<file path="config.mk">
export PLATFORM = sky130hd
export DESIGN_NAME = waveform_oscillator_adsr_envelope_core
export DESIGN_NICKNAME = d
export VERILOG_FILES = /design/src/hw/rtl/wosc_adsr_pkg.sv /design/src/hw/rtl/waveform_oscillator_adsr_envelope_core.sv
export SDC_FILE = /design/constraint.sdc
export NUM_CORES = 2
export LEC_CHECK = 0
export BUFFER_PORTS_ARGS = -buffer_cell sky130_fd_sc_hd__buf_2
export CAP_MARGIN = 20
export CORE_MARGIN = 8
export CORE_UTILIZATION = 55
export CTS_CLUSTER_SIZE = 12
export DETAILED_ROUTE_END_ITERATION = 8
export GPL_ROUTABILITY_DRIVEN = 0
export PLACE_DENSITY = 0.71
export SETUP_SLACK_MARGIN = 0.3
export SYNTH_ARGS = -nofsm -noshare
export SYNTH_HDL_FRONTEND = slang
export SYNTH_SLANG_ARGS = --single-unit
</file>
<file path="constraint.sdc">
create_clock -name clock -period 10.5 [get_ports clock]
set_clock_uncertainty 0.1 [all_clocks]
set_input_delay 2.1 -clock clock [delete_from_list [all_inputs] [get_ports clock]]
set_output_delay 2.1 -clock clock [all_outputs]
set_load 0.05 [all_outputs]
</file>
<file path="src/hw/rtl/wosc_adsr_pkg.sv">
// ----------------------------------------------------------------------------
// wosc_adsr_pkg
// Types, codes and the sine table function shared by the oscillator and
// envelope core.
// ----------------------------------------------------------------------------
package wosc_adsr_pkg;

   localparam int CSR_INDEX_W = 3;
   localparam int CSR_DATA_W  = 16;

   localparam logic [15:0] UNITY        = 16'h8000;
   localparam logic [15:0] LFSR_SEED    = 16'hACE1;
   localparam logic [15:0] LFSR_MASK    = 16'hB400;
   localparam logic [15:0] NOISE_OFFSET = 16'h4000;
   localparam logic [63:0] HALF_PI_Q30  = 64'd1686629713;

   localparam logic [1:0] CMD_TICK    = 2'd0;
   localparam logic [1:0] CMD_KEY_ON  = 2'd1;
   localparam logic [1:0] CMD_KEY_OFF = 2'd2;

   localparam logic [2:0] WAVE_SINE     = 3'd0;
   localparam logic [2:0] WAVE_SQUARE   = 3'd1;
   localparam logic [2:0] WAVE_SAW      = 3'd2;
   localparam logic [2:0] WAVE_TRIANGLE = 3'd3;
   localparam logic [2:0] WAVE_NOISE    = 3'd4;

   localparam logic [CSR_INDEX_W-1:0] CSR_WAVE_TYPE     = 3'd0;
   localparam logic [CSR_INDEX_W-1:0] CSR_ATTACK_STEP   = 3'd1;
   localparam logic [CSR_INDEX_W-1:0] CSR_DECAY_STEP    = 3'd2;
   localparam logic [CSR_INDEX_W-1:0] CSR_RELEASE_STEP  = 3'd3;
   localparam logic [CSR_INDEX_W-1:0] CSR_SUSTAIN_LEVEL = 3'd4;
   localparam logic [CSR_INDEX_W-1:0] CSR_VOLUME        = 3'd5;

   typedef enum logic [2:0] {
      ADSR_IDLE    = 3'd0,
      ADSR_ATTACK  = 3'd1,
      ADSR_DECAY   = 3'd2,
      ADSR_SUSTAIN = 3'd3,
      ADSR_RELEASE = 3'd4
   } env_state_type;

   typedef enum logic [2:0] {
      SEQ_IDLE,
      SEQ_ENV,
      SEQ_WAVE,
      SEQ_FORM,
      SEQ_MUL1,
      SEQ_MUL2,
      SEQ_SAT,
      SEQ_DONE
   } seq_state_type;

   typedef struct packed {
      logic [1:0]  cmd;
      logic        voice;
      logic [15:0] phase;
   } req_type;

   typedef struct packed {
      logic signed [15:0] sample;
      logic [15:0]        level;
      logic [2:0]         env_phase;
   } rsp_type;

   // Sine of a Q32 turn fraction, evaluated as a Q30 Taylor series and
   // rounded to Q15. Used only to build constant tables.
   function automatic logic signed [15:0] sine_q15(input logic [63:0] f);
      logic [1:0]  quad;
      logic [63:0] u;
      logic [63:0] x;
      logic [63:0] x2;
      logic [63:0] t;
      logic [63:0] s;
      quad = f[31:30];
      u    = {34'd0, f[29:0]};
      if (quad[0]) begin
         u = (64'd1 << 30) - u;
      end
      x  = (u * HALF_PI_Q30) >> 30;
      x2 = (x * x) >> 30;
      t  = (64'd1 << 30) - x2 / 64'd110;
      t  = (64'd1 << 30) - ((x2 * t) >> 30) / 64'd72;
      t  = (64'd1 << 30) - ((x2 * t) >> 30) / 64'd42;
      t  = (64'd1 << 30) - ((x2 * t) >> 30) / 64'd20;
      t  = (64'd1 << 30) - ((x2 * t) >> 30) / 64'd6;
      s  = (x * t) >> 30;
      s  = (s + (64'd1 << 14)) >> 15;
      if (s > 64'd32767) begin
         s = 64'd32767;
      end
      return quad[1] ? 16'(-s) : 16'(s);
   endfunction

endpackage

</file>
<file path="src/hw/rtl/waveform_oscillator_adsr_envelope_core.sv">
// ----------------------------------------------------------------------------
// waveform_oscillator_adsr_envelope_core
// Per-voice linear ADSR envelope with a sine, square, saw, triangle or noise
// oscillator, scaled by envelope level and volume in Q1.15.
// ----------------------------------------------------------------------------
// Each request addresses one voice. A key-on or key-off request runs from
// acceptance through the envelope step to the hand-off, and a sample tick
// runs through the envelope step, the sine table read, forming the wave
// value, two passes through the single 32x16 multiplier (wave times level,
// then times volume) and saturation, followed by the hand-off to the
// response register. The core takes one request at a time,
// and req_stall stays high until the previous response has been moved into
// the output register. The response register lets the next request start
// while a finished response is still waiting. Configuration writes are always
// accepted and are expected only while the core is idle.
module waveform_oscillator_adsr_envelope_core #(
   parameter int VOICES           = 2,
   parameter int SINE_TABLE_DEPTH = 256
) (
   input  logic                                   clock,
   input  logic                                   reset,
   input  logic                                   req_valid,
   output logic                                   req_stall,
   input  wosc_adsr_pkg::req_type                 req_data,
   output logic                                   rsp_valid,
   input  logic                                   rsp_stall,
   output wosc_adsr_pkg::rsp_type                 rsp_data,
   input  logic                                   csr_valid,
   output logic                                   csr_ready,
   input  logic [wosc_adsr_pkg::CSR_INDEX_W-1:0]  csr_index,
   input  logic [wosc_adsr_pkg::CSR_DATA_W-1:0]   csr_wdata
);

   localparam int VIDX_W = (VOICES > 1) ? $clog2(VOICES) : 1;
   localparam int IDX_W  = $clog2(SINE_TABLE_DEPTH);

   wosc_adsr_pkg::seq_state_type seq_ff, seq_in;

   logic [1:0]  cmd_ff;
   logic        voice_ff;
   logic [15:0] phase_ff;

   wosc_adsr_pkg::env_state_type env_state_ff [VOICES];
   logic [15:0]                  env_level_ff [VOICES];
   wosc_adsr_pkg::env_state_type env_state_in;
   logic [15:0]                  env_level_in;
   logic                         env_we;

   logic [15:0] lfsr_ff, lfsr_in;

   logic [2:0]  wave_type_ff;
   logic [15:0] attack_ff;
   logic [15:0] decay_ff;
   logic [15:0] release_ff;
   logic [15:0] sustain_ff;
   logic [15:0] volume_ff;

   logic [47:0]        prod_ff, prod_in;
   logic signed [15:0] sine_ff;
   logic               neg_ff, neg_in;
   logic [15:0]        mag_ff, mag_in;
   logic signed [15:0] res_sample_ff, res_sample_in;
   logic [15:0]        res_level_ff, res_level_in;
   logic [2:0]         res_phase_ff, res_phase_in;

   logic                   rsp_valid_ff, rsp_valid_in;
   wosc_adsr_pkg::rsp_type rsp_data_ff;
   logic                   rsp_load;

   logic [31:0] mul_a;
   logic [15:0] mul_b;
   logic [47:0] mul_p;

   logic signed [15:0] sine_rom [SINE_TABLE_DEPTH];

   logic [VIDX_W-1:0]            vidx;
   logic                         voice_ok;
   wosc_adsr_pkg::env_state_type cur_state;
   logic [15:0]                  cur_level;
   logic [15:0]                  sus;
   logic [16:0]                  att_sum;
   logic [15:0]                  dec_diff;
   logic [15:0]                  rel_diff;
   logic                         first_half;
   logic [15:0]                  noise_val;
   logic [17:0]                  sat_mag;
   logic                         req_fire;

   for (genvar i = 0; i < SINE_TABLE_DEPTH; i++) begin : g_sine
      localparam logic [63:0] F = (64'(i) << 32) / SINE_TABLE_DEPTH;
      assign sine_rom[i] = wosc_adsr_pkg::sine_q15(F);
   end

   assign req_stall = (seq_ff != wosc_adsr_pkg::SEQ_IDLE);
   assign req_fire  = req_valid && !req_stall;
   assign csr_ready = 1'b1;
   assign rsp_valid = rsp_valid_ff;
   assign rsp_data  = rsp_data_ff;

   assign vidx      = VIDX_W'(voice_ff);
   assign voice_ok  = (32'(voice_ff) < VOICES);
   assign cur_state = env_state_ff[vidx];
   assign cur_level = env_level_ff[vidx];
   assign sus       = (sustain_ff > wosc_adsr_pkg::UNITY) ? wosc_adsr_pkg::UNITY : sustain_ff;
   assign att_sum   = {1'b0, cur_level} + {1'b0, attack_ff};
   assign dec_diff  = cur_level - decay_ff;
   assign rel_diff  = cur_level - release_ff;
   assign first_half = (phase_ff <= 16'd32768);
   assign noise_val = {1'b0, lfsr_ff[15:1]};
   assign sat_mag   = prod_ff[47:30];

   assign mul_p = mul_a * mul_b;

   always_comb begin
      seq_in        = seq_ff;
      env_we        = 1'b0;
      env_state_in  = cur_state;
      env_level_in  = cur_level;
      lfsr_in       = lfsr_ff;
      prod_in       = prod_ff;
      neg_in        = neg_ff;
      mag_in        = mag_ff;
      res_sample_in = res_sample_ff;
      res_level_in  = res_level_ff;
      res_phase_in  = res_phase_ff;
      rsp_load      = 1'b0;
      mul_a         = 32'(SINE_TABLE_DEPTH);
      mul_b         = phase_ff;

      case (seq_ff)
         wosc_adsr_pkg::SEQ_IDLE: begin
            if (req_fire) begin
               seq_in = wosc_adsr_pkg::SEQ_ENV;
            end
         end
         wosc_adsr_pkg::SEQ_ENV: begin
            prod_in       = mul_p;
            res_sample_in = '0;
            seq_in        = wosc_adsr_pkg::SEQ_DONE;
            case (cmd_ff)
               wosc_adsr_pkg::CMD_KEY_ON: begin
                  env_state_in = wosc_adsr_pkg::ADSR_ATTACK;
                  env_we       = 1'b1;
               end
               wosc_adsr_pkg::CMD_KEY_OFF: begin
                  env_state_in = wosc_adsr_pkg::ADSR_RELEASE;
                  env_we       = 1'b1;
               end
               wosc_adsr_pkg::CMD_TICK: begin
                  env_we = 1'b1;
                  seq_in = wosc_adsr_pkg::SEQ_WAVE;
                  case (cur_state)
                     wosc_adsr_pkg::ADSR_ATTACK: begin
                        if (att_sum >= {1'b0, wosc_adsr_pkg::UNITY}) begin
                           env_level_in = wosc_adsr_pkg::UNITY;
                           env_state_in = wosc_adsr_pkg::ADSR_DECAY;
                        end else begin
                           env_level_in = att_sum[15:0];
                        end
                     end
                     wosc_adsr_pkg::ADSR_DECAY: begin
                        if (decay_ff >= cur_level || dec_diff <= sus) begin
                           env_level_in = sus;
                           env_state_in = wosc_adsr_pkg::ADSR_SUSTAIN;
                        end else begin
                           env_level_in = dec_diff;
                        end
                     end
                     wosc_adsr_pkg::ADSR_RELEASE: begin
                        if (release_ff >= cur_level) begin
                           env_level_in = '0;
                           env_state_in = wosc_adsr_pkg::ADSR_IDLE;
                        end else begin
                           env_level_in = rel_diff;
                        end
                     end
                     default: begin
                     end
                  endcase
               end
               default: begin
               end
            endcase
            res_level_in = env_level_in;
            res_phase_in = env_state_in;
            if (!voice_ok) begin
               env_we       = 1'b0;
               res_level_in = '0;
               res_phase_in = '0;
               seq_in       = wosc_adsr_pkg::SEQ_DONE;
            end
         end
         wosc_adsr_pkg::SEQ_WAVE: begin
            if (wave_type_ff == wosc_adsr_pkg::WAVE_NOISE) begin
               lfsr_in = lfsr_ff[0] ? ({1'b0, lfsr_ff[15:1]} ^ wosc_adsr_pkg::LFSR_MASK)
                                    : {1'b0, lfsr_ff[15:1]};
            end
            seq_in = wosc_adsr_pkg::SEQ_FORM;
         end
         wosc_adsr_pkg::SEQ_FORM: begin
            neg_in = 1'b0;
            mag_in = '0;
            case (wave_type_ff)
               wosc_adsr_pkg::WAVE_SINE: begin
                  neg_in = sine_ff[15];
                  mag_in = sine_ff[15] ? 16'(-sine_ff) : sine_ff;
               end
               wosc_adsr_pkg::WAVE_SQUARE: begin
                  neg_in = !first_half;
                  mag_in = wosc_adsr_pkg::UNITY;
               end
               wosc_adsr_pkg::WAVE_SAW: begin
                  neg_in = !first_half;
                  mag_in = first_half ? phase_ff : 16'(17'h10000 - {1'b0, phase_ff});
               end
               wosc_adsr_pkg::WAVE_TRIANGLE: begin
                  mag_in = first_half ? phase_ff : 16'(17'h10000 - {1'b0, phase_ff});
               end
               wosc_adsr_pkg::WAVE_NOISE: begin
                  if (noise_val >= wosc_adsr_pkg::NOISE_OFFSET) begin
                     mag_in = noise_val - wosc_adsr_pkg::NOISE_OFFSET;
                  end else begin
                     neg_in = 1'b1;
                     mag_in = wosc_adsr_pkg::NOISE_OFFSET - noise_val;
                  end
               end
               default: begin
               end
            endcase
            seq_in = wosc_adsr_pkg::SEQ_MUL1;
         end
         wosc_adsr_pkg::SEQ_MUL1: begin
            mul_a   = {16'd0, mag_ff};
            mul_b   = res_level_ff;
            prod_in = mul_p;
            seq_in  = wosc_adsr_pkg::SEQ_MUL2;
         end
         wosc_adsr_pkg::SEQ_MUL2: begin
            mul_a   = prod_ff[31:0];
            mul_b   = volume_ff;
            prod_in = mul_p;
            seq_in  = wosc_adsr_pkg::SEQ_SAT;
         end
         wosc_adsr_pkg::SEQ_SAT: begin
            if (neg_ff) begin
               res_sample_in = (sat_mag > 18'd32768) ? 16'sh8000 : 16'(-sat_mag);
            end else begin
               res_sample_in = (sat_mag > 18'd32767) ? 16'sh7FFF : 16'(sat_mag);
            end
            seq_in = wosc_adsr_pkg::SEQ_DONE;
         end
         wosc_adsr_pkg::SEQ_DONE: begin
            if (!rsp_valid_ff || !rsp_stall) begin
               rsp_load = 1'b1;
               seq_in   = wosc_adsr_pkg::SEQ_IDLE;
            end
         end
         default: begin
            seq_in = wosc_adsr_pkg::SEQ_IDLE;
         end
      endcase

      rsp_valid_in = rsp_load || (rsp_valid_ff && rsp_stall);
   end

   always_ff @(posedge clock) begin
      if (reset) begin
         seq_ff       <= wosc_adsr_pkg::SEQ_IDLE;
         rsp_valid_ff <= 1'b0;
         lfsr_ff      <= wosc_adsr_pkg::LFSR_SEED;
         wave_type_ff <= wosc_adsr_pkg::WAVE_SINE;
         attack_ff    <= wosc_adsr_pkg::UNITY;
         decay_ff     <= wosc_adsr_pkg::UNITY;
         release_ff   <= wosc_adsr_pkg::UNITY;
         sustain_ff   <= wosc_adsr_pkg::UNITY;
         volume_ff    <= '0;
         for (int v = 0; v < VOICES; v++) begin
            env_state_ff[v] <= wosc_adsr_pkg::ADSR_IDLE;
            env_level_ff[v] <= '0;
         end
      end else begin
         seq_ff       <= seq_in;
         rsp_valid_ff <= rsp_valid_in;
         lfsr_ff      <= lfsr_in;
         if (env_we) begin
            env_state_ff[vidx] <= env_state_in;
            env_level_ff[vidx] <= env_level_in;
         end
         if (csr_valid && csr_ready) begin
            case (csr_index)
               wosc_adsr_pkg::CSR_WAVE_TYPE:     wave_type_ff <= csr_wdata[2:0];
               wosc_adsr_pkg::CSR_ATTACK_STEP:   attack_ff    <= csr_wdata;
               wosc_adsr_pkg::CSR_DECAY_STEP:    decay_ff     <= csr_wdata;
               wosc_adsr_pkg::CSR_RELEASE_STEP:  release_ff   <= csr_wdata;
               wosc_adsr_pkg::CSR_SUSTAIN_LEVEL: sustain_ff   <= csr_wdata;
               wosc_adsr_pkg::CSR_VOLUME:        volume_ff    <= csr_wdata;
               default: begin
               end
            endcase
         end
      end
   end

   always_ff @(posedge clock) begin
      if (req_fire) begin
         cmd_ff   <= req_data.cmd;
         voice_ff <= req_data.voice;
         phase_ff <= req_data.phase;
      end
      if (seq_ff == wosc_adsr_pkg::SEQ_WAVE) begin
         sine_ff <= sine_rom[prod_ff[16 +: IDX_W]];
      end
      prod_ff       <= prod_in;
      neg_ff        <= neg_in;
      mag_ff        <= mag_in;
      res_sample_ff <= res_sample_in;
      res_level_ff  <= res_level_in;
      res_phase_ff  <= res_phase_in;
      if (rsp_load) begin
         rsp_data_ff.sample    <= res_sample_ff;
         rsp_data_ff.level     <= res_level_ff;
         rsp_data_ff.env_phase <= res_phase_ff;
      end
   end

`ifndef SYNTHESIS
   a_accept_starts_env: assert property (@(posedge clock) disable iff (reset)
      req_valid && !req_stall |=> seq_ff == wosc_adsr_pkg::SEQ_ENV)
      else $error("Accepted request did not start the envelope step.");

   a_level_in_range: assert property (@(posedge clock) disable iff (reset)
      seq_ff == wosc_adsr_pkg::SEQ_MUL1 |-> res_level_ff <= wosc_adsr_pkg::UNITY)
      else $error("Envelope level exceeds unity.");

   a_lfsr_nonzero: assert property (@(posedge clock) disable iff (reset)
      lfsr_ff != 16'd0)
      else $error("Noise LFSR reached the all-zero state.");

   a_key_sample_zero: assert property (@(posedge clock) disable iff (reset)
      seq_ff == wosc_adsr_pkg::SEQ_DONE && cmd_ff != wosc_adsr_pkg::CMD_TICK
      |-> res_sample_ff == 16'sd0)
      else $error("Non-tick request carries a nonzero sample.");

   a_rsp_from_done: assert property (@(posedge clock) disable iff (reset)
      $rose(rsp_valid_ff) |-> $past(seq_ff) == wosc_adsr_pkg::SEQ_DONE)
      else $error("Response raised outside the hand-off step.");
`endif

endmodule
</file>
---- After elaboration in Yosys (flattened, before gate mapping) ----
Memories as Yosys holds them, arrays and structs flattened. A register that Yosys moved wholly into a read port is not among the register bits.
Cells that the tools add are included.
word-level totals
  bits in writable memories ............... 38
  latch bits .............................. 0
  ROM bits ................................ 4096
  logic and storage cells ................. 143
  output and inout bits ................... 38
  register bits after elaboration ......... 257
  memories ................................ 3
cells by class
  bitwise logic cells ..................... 2
  order comparisons ....................... 9
  add/sub/neg operators ................... 8
  equality and inequality tests ........... 23
  div/mod/pow operators ................... 0
  multiplexer cells ....................... 47
  shift-type cells ........................ 0
  multiply operators ...................... 1
  reduce and logical (&&, ||, !) cells .... 29
memory list
  name              depth  bits a word  rd ports  clocked after Yosys merged registers in  wr ports  RTL line                                       source
  (name not given)  256    16           1         1                                        0         waveform_oscillator_adsr_envelope_core.sv:311  sine_ff <= sine_rom[prod_ff[16 +: IDX_W]];
  env_level_ff      2      16           1         1                                        2         waveform_oscillator_adsr_envelope_core.sv:44   logic [15:0] env_level_ff [VOICES];
  env_state_ff      2      3            1         1                                        2         waveform_oscillator_adsr_envelope_core.sv:43   wosc_adsr_pkg::env_state_type env_state_ff [VOICES];
operators by type and width
  cell                    number
  $mux W16                14
  $pmux W16 S2            2
  $pmux W16 S4            1
  $pmux W32 S2            1
  $mul A32 B16 Y48        1
  $pmux W16 S3            1
  $ge A16 B16 Y1          2
  $neg A16 Y16            2
  $sub A16 B16 Y16        2
  $eq A3 B3 Y1 const B    8
  $mux W3                 8
  $pmux W3 S8             1
  $eq A3 B2 Y1 const B    7
  $gt A18 B15 Y1 const B  1
  $gt A18 B16 Y1 const B  1
  $pmux W3 S3             2
  $add A16 B16 Y17        1
  $ge A17 B16 Y1 const B  1
  $gt A16 B16 Y1 const B  1
  $le A16 B16 Y1          1
  $le A16 B16 Y1 const B  1
  $mux W1                 16
  $reduce_and A2 Y1       8
  $reduce_or A16 Y1       1
  other kinds (20)        35

---- Logic depth before layout (Yosys ltp) ----
  depth after elaboration ................. 9
  gate-level depth with buffers ........... 29
  mapped depth without buffers ............ 25

---- Least setup slack after synthesis ----
No wires, ideal clock.
  kind .................................... flip-flop to flip-flop
  from .................................... reg prod_ff[18]
  to ...................................... reg prod_ff[46], data pin
  setup slack ............................. 2456 ps
  required time ........................... 10129 ps
  stages on the path, launching flop included .. 28
  arrival ................................. 7673 ps
  setup time .............................. 271 ps
  cell sequence ........................... edfxtp_1 -> clkbuf_1 -> clkbuf_1 -> clkbuf_1 -> buf_1 -> buf_1 -> and3_1 -> clkbuf_1 -> nand2_1 -> fa_1 -> inv_1 -> fa_1 -> fa_1 -> fa_1 -> fa_1 -> inv_1 -> fa_1 -> inv_1 -> ha_1 -> a21o_1 -> a21o_1 -> a221o_1 -> a311o_1 -> a41oi_1 -> o211ai_1 -> a21oi_1 -> o311ai_1 -> xor2_1
on the way
  cells in the longest elaborated chain, start to end .. 2
RTL lines
  item                      RTL line                                       source
  start: declaration        waveform_oscillator_adsr_envelope_core.sv:58   logic [47:0] prod_ff, prod_in;
  start signal: assignment  waveform_oscillator_adsr_envelope_core.sv:313  prod_ff <= prod_in;
  $pmux W32 S2              waveform_oscillator_adsr_envelope_core.sv:130  case (seq_ff)
  $mul A32 B16 Y48          waveform_oscillator_adsr_envelope_core.sv:112  assign mul_p = mul_a * mul_b;
  via mul_p[46]             waveform_oscillator_adsr_envelope_core.sv:72   logic [47:0] mul_p;
The timed path passes the listed nets, and every way through them passes these cells.
A chain may end at the register's enable or synchronous reset.

---- Worst setup path in the final report ----
  from .................................... reg seq_ff[1]
  to ...................................... reg prod_ff[41], data pin
on the way
  cells in the longest elaborated chain, start to end .. 3
RTL lines
  item                                          RTL line                                       source
  start: declaration                            waveform_oscillator_adsr_envelope_core.sv:37   wosc_adsr_pkg::seq_state_type seq_ff, seq_in;
  start signal: assignment                      waveform_oscillator_adsr_envelope_core.sv:268  seq_ff <= wosc_adsr_pkg::SEQ_IDLE;
  start signal: assignment                      waveform_oscillator_adsr_envelope_core.sv:282  seq_ff <= seq_in;
  $eq A3 B3 Y1                                  waveform_oscillator_adsr_envelope_core.sv:130
  $pmux W32 S2 or $pmux W16 S2 (tied branches)  waveform_oscillator_adsr_envelope_core.sv:130
  $mul A32 B16 Y48 (*)                          waveform_oscillator_adsr_envelope_core.sv:112
  via mul_p[41]                                 waveform_oscillator_adsr_envelope_core.sv:72
Mark *: on every way through the listed nets, which the timed path passes. The rest lies on a longest branch.

==> metrics.yaml <==
outcome:
  run_status: "finished, violations left"
  violations: "DRC"
final_layout:
  antennaDiodeCount: 0
  finish.net_count: 4902
  area_growth_pct: 5.892
  final-seq-area_um2: 8329
  layout-drive-gt1-share_pct: 5.845
  fillCellCount: 5827
  stdcell_count: 5124
  multi_input_area_um2: 25090
power:
  pwr-share-comb_pct: 63.9
  p_sw_mw: 4.096
  vdd_ir_drop_max_v: 0.0001426
  sw_frac_of_total_pct: 50.59
  leakagePower_nw: 16.49
  p_seq_share_pct: 21.0
  p_clk_share_pct: 15.1
  powerDensity_nw_per_um2: 210.9
  p_int_mw: 4.001
setup_path:
  critPathKind: "flip-flop to flip-flop"
  cp_slowest_cell: "o21ai_2"
  endpoint_kind: "flip-flop"
  critPathMaxStageDelay_ns: 0.97
  start_kind: "flip-flop"
  arrival_ns: 9.23
  cp_common_cell: "fa_1"
  crit_required_ns: 10.69
  path_max_fanout: 44
  cp_cell_sequence: "nand2b_2, o21ai_2, buf_4, nand2_1, fa_1, inv_1, fa_1, fa_1, fa_1, fa_1, inv_1, fa_1, inv_1, ha_1, a21oi_1, o21ai_0, o211ai_1, a31oi_1, o21ai_1, o31ai_1, a21oi_1, xnor2_1"
clock_tree:
  clk_latency_ns: 0.56
  h-tree-depth: 2
  cts_hold_buf: 0
  cts_setup_buffers: 0
  numCtsBuffers: 35
  cts_resized: 0
  cts_tree: "yes"
  clk_pin_slew_ns: 0.06
  cts_sinks: 312
  cts_buffer_depth: 3
  clockRootBuffer: "clkbuf_16"
global_route:
  grt_max_degree: 107
  grt_pass1_wl_mm: 177.9
  grt_antenna_before_repair: 3
  grt_pass1_vias: 31450
  grt.total_usage_pct: 30.31
  grt_overflow: 0
routing:
  drc: 4
  post_drt_wl_per_cell_um: 22.22
  vias_per_cell: 6.192
  drt-initial-drc-count: 3996
  first_pass_iters: 9
  vias: 31727
  drt-total-wl_mm: 113.8
  ant_nets: 0
logic_synthesis:
  synth_fa_ha_area_share_pct: 30.29
  syn_nets: 4987
  synth-seq-cells: 312
  seq_area_frac_synth_pct: 22.97
  synth_xor_area_share_pct: 2.754
  synthCells: 4319
  ys.flop_type: "edfxtp_1"
  netlist.area_leader.share_pct: 23.25
  synth-simple-area-share_pct: 18.36
  yosys.area.top_type: "fa_1"
  synth_warnings: 0
  synth.most_common_cell: "nand2_1"
  avgSynthCellArea_um2: 8.394
  synth_top_family_by_area: "adder cells"
  syn_area_um2: 36250
  synth-compound-area-share_pct: 15.41
  synth_cell_types: 86
  synth_edf_count: 208
  synth.cells.most_frequent: "nand2_1 (726), inv_1 (523), nor2_1 (422)"
  synth.mux.area_fraction_pct: 2.116
  synthTopCellsByArea: "fa_1 (23%), edfxtp_1 (17%), nand2_1 (7.5%), ha_1 (7.0%), dfxtp_1 (5.7%)"
  ys_async_sr_fraction_pct: 0
timing:
  setup_viol: 0
  tns_ns: 0
  rsz0062_at_grt: "false"
  fin_crit_sh_pct: 86.05
  hold_ws_ns: 0.3182
  relSlewSlack_pct: 27.37
  hold_viol_final: 0
  worst_pin_slew_ns: 1.089
  fmax_ghz: 0.1107
  fin_crit_ns: 9.035
  slew_violations: 0
die:
  die_area_um2: 74380
  fp.dieW_um: 272.7
  core_um2: 65510
  row_count: 94
  start_util_pct: 55.34
  die_y_um: 272.7
  ioPinCount: 81
run:
  max_cap_violations: 0
placement:
  numPlacedInstances: 5060
  dp_hpwl_mm: 86.81
  port_buffers: 79
worst_hold_path:
  hp-class: "flip-flop to flip-flop"
## through the flow
stage / area (µm²) / util, % / worst slack, ns / power [mW]
final: 38390 / 58.60 / 1.465 / 8.097
after global routing: 38390 / 58.60 / 1.087 / 8.590
after detailed placement: 37230 / 56.83 / 1.573 / 6.653
after global placement: 37230 / 56.83 / 1.626 / 6.642
after floorplan: 36250 / - / 2.456 / 5.194
after CTS: 38360 / 58.56 / 1.549 / 7.926
## worst paths after layout
| kind | start | to | slack, ns | cells past startpoint |
|---|---|---|---|---|
| min | res_sample_ff[0] | rsp_data[19] | 0.32 | 0 |
| min reg2reg | res_sample_ff[0] | rsp_data[19] | 0.32 | 0 |
| max | seq_ff[1] | prod_ff[41] | 1.47 | 22 |
| max reg2reg | seq_ff[1] | prod_ff[41] | 1.47 | 22 |
## critical path: cells and delay by family (launching register included)
kind	cells	cell delay, ns
AND/OR/NAND/NOR	2	0.82
flip-flops	1	0.44
AO/OA/AOI/OAI	8	3.28
buffers and inverters	4	0.54
XOR/XNOR	1	0.14
adder cells (fa/ha/maj)	7	3.42
## power by group through the flow
stage / Clock [mW] / Combinational [mW] / Sequential [mW]
5_1_grt: 1.28 / 5.59 / 1.72
6_report: 1.22 / 5.17 / 1.70
2_1_floorplan: 0 / 3.53 / 1.66
3_3_place_gp: 0 / 4.92 / 1.72
3_5_place_dp: 0 / 4.93 / 1.72
4_1_cts: 1.24 / 4.98 / 1.70
## registers in the layout, indices dropped and copies added (netlist names), named ones only
signal / cells
attack_ff: 16
cmd_ff: 2
decay_ff: 16
env_level_ff: 32
env_state_ff: 6
lfsr_ff: 16
mag_ff: 16
neg_ff: 1
phase_ff: 16
prod_ff: 48
release_ff: 16
res_level_ff: 16
res_phase_ff: 3
res_sample_ff: 16
rsp_data: 35
rsp_valid: 1
seq_ff: 3
sine_ff: 16
sustain_ff: 16
vidx: 1
volume_ff: 16
wave_type_ff: 3
## routing by layer
layer	vias to the layer above	GRT usage, %	routed length, µm
li1	14259	-	-
met1	15200	39.62	43810
met2	1846	47.24	50550
met3	420	6.284	12200
met4	2	16.07	7268
met5	-	0	12
## placed cells by master, fill, tap and decap left out, types with 13 or more instances in the layout
master	Yosys	routed
o21a_1	38	38
nor2_1	422	420
nand4_1	25	25
or2_2	14	14
ha_1	204	204
clkbuf_16	0	35
and2_1	41	41
edfxtp_1	208	208
a221oi_1	18	18
o31ai_1	22	22
o211ai_1	41	41
a21oi_1	279	278
xor2_1	43	43
nand3b_1	15	15
a311oi_1	13	13
a31oi_1	52	52
a22oi_1	17	17
xnor2_1	71	71
a21o_1	54	54
nand3_1	55	55
inv_1	523	523
a211oi_1	38	38
clkbuf_1	219	14
and3_1	42	42
nand2_1	726	726
mux2i_1	35	35
nand2b_1	36	35
nor3_1	63	63
or3_1	16	16
o21ai_0	186	180
fa_1	421	421
nor2b_1	28	26
dfxtp_1	104	103
buf_2	2	78
mux2_2	29	29
buf_4	2	49
## area by class of cell
cell class	count	area share [%]
clock buffer	53	2.562
timing repair buffer	128	2.047
clock inverter	10	0.3781
tap	864	2.816
multi-input combinational	3231	65.36
sequential	312	21.70
inverter	526	5.143
## kinds of logic (layout without fill, tap and decap cells)
group	Yosys count	after routing
simple gates	1533	1533
fa+ha+maj	625	625
compound gates	890	890
xor+xnor	114	114
buf+inv	776	717
other cells	1	1
mux	68	68
flops	312	312
Note: power is estimated with default switching activity, not from simulation.
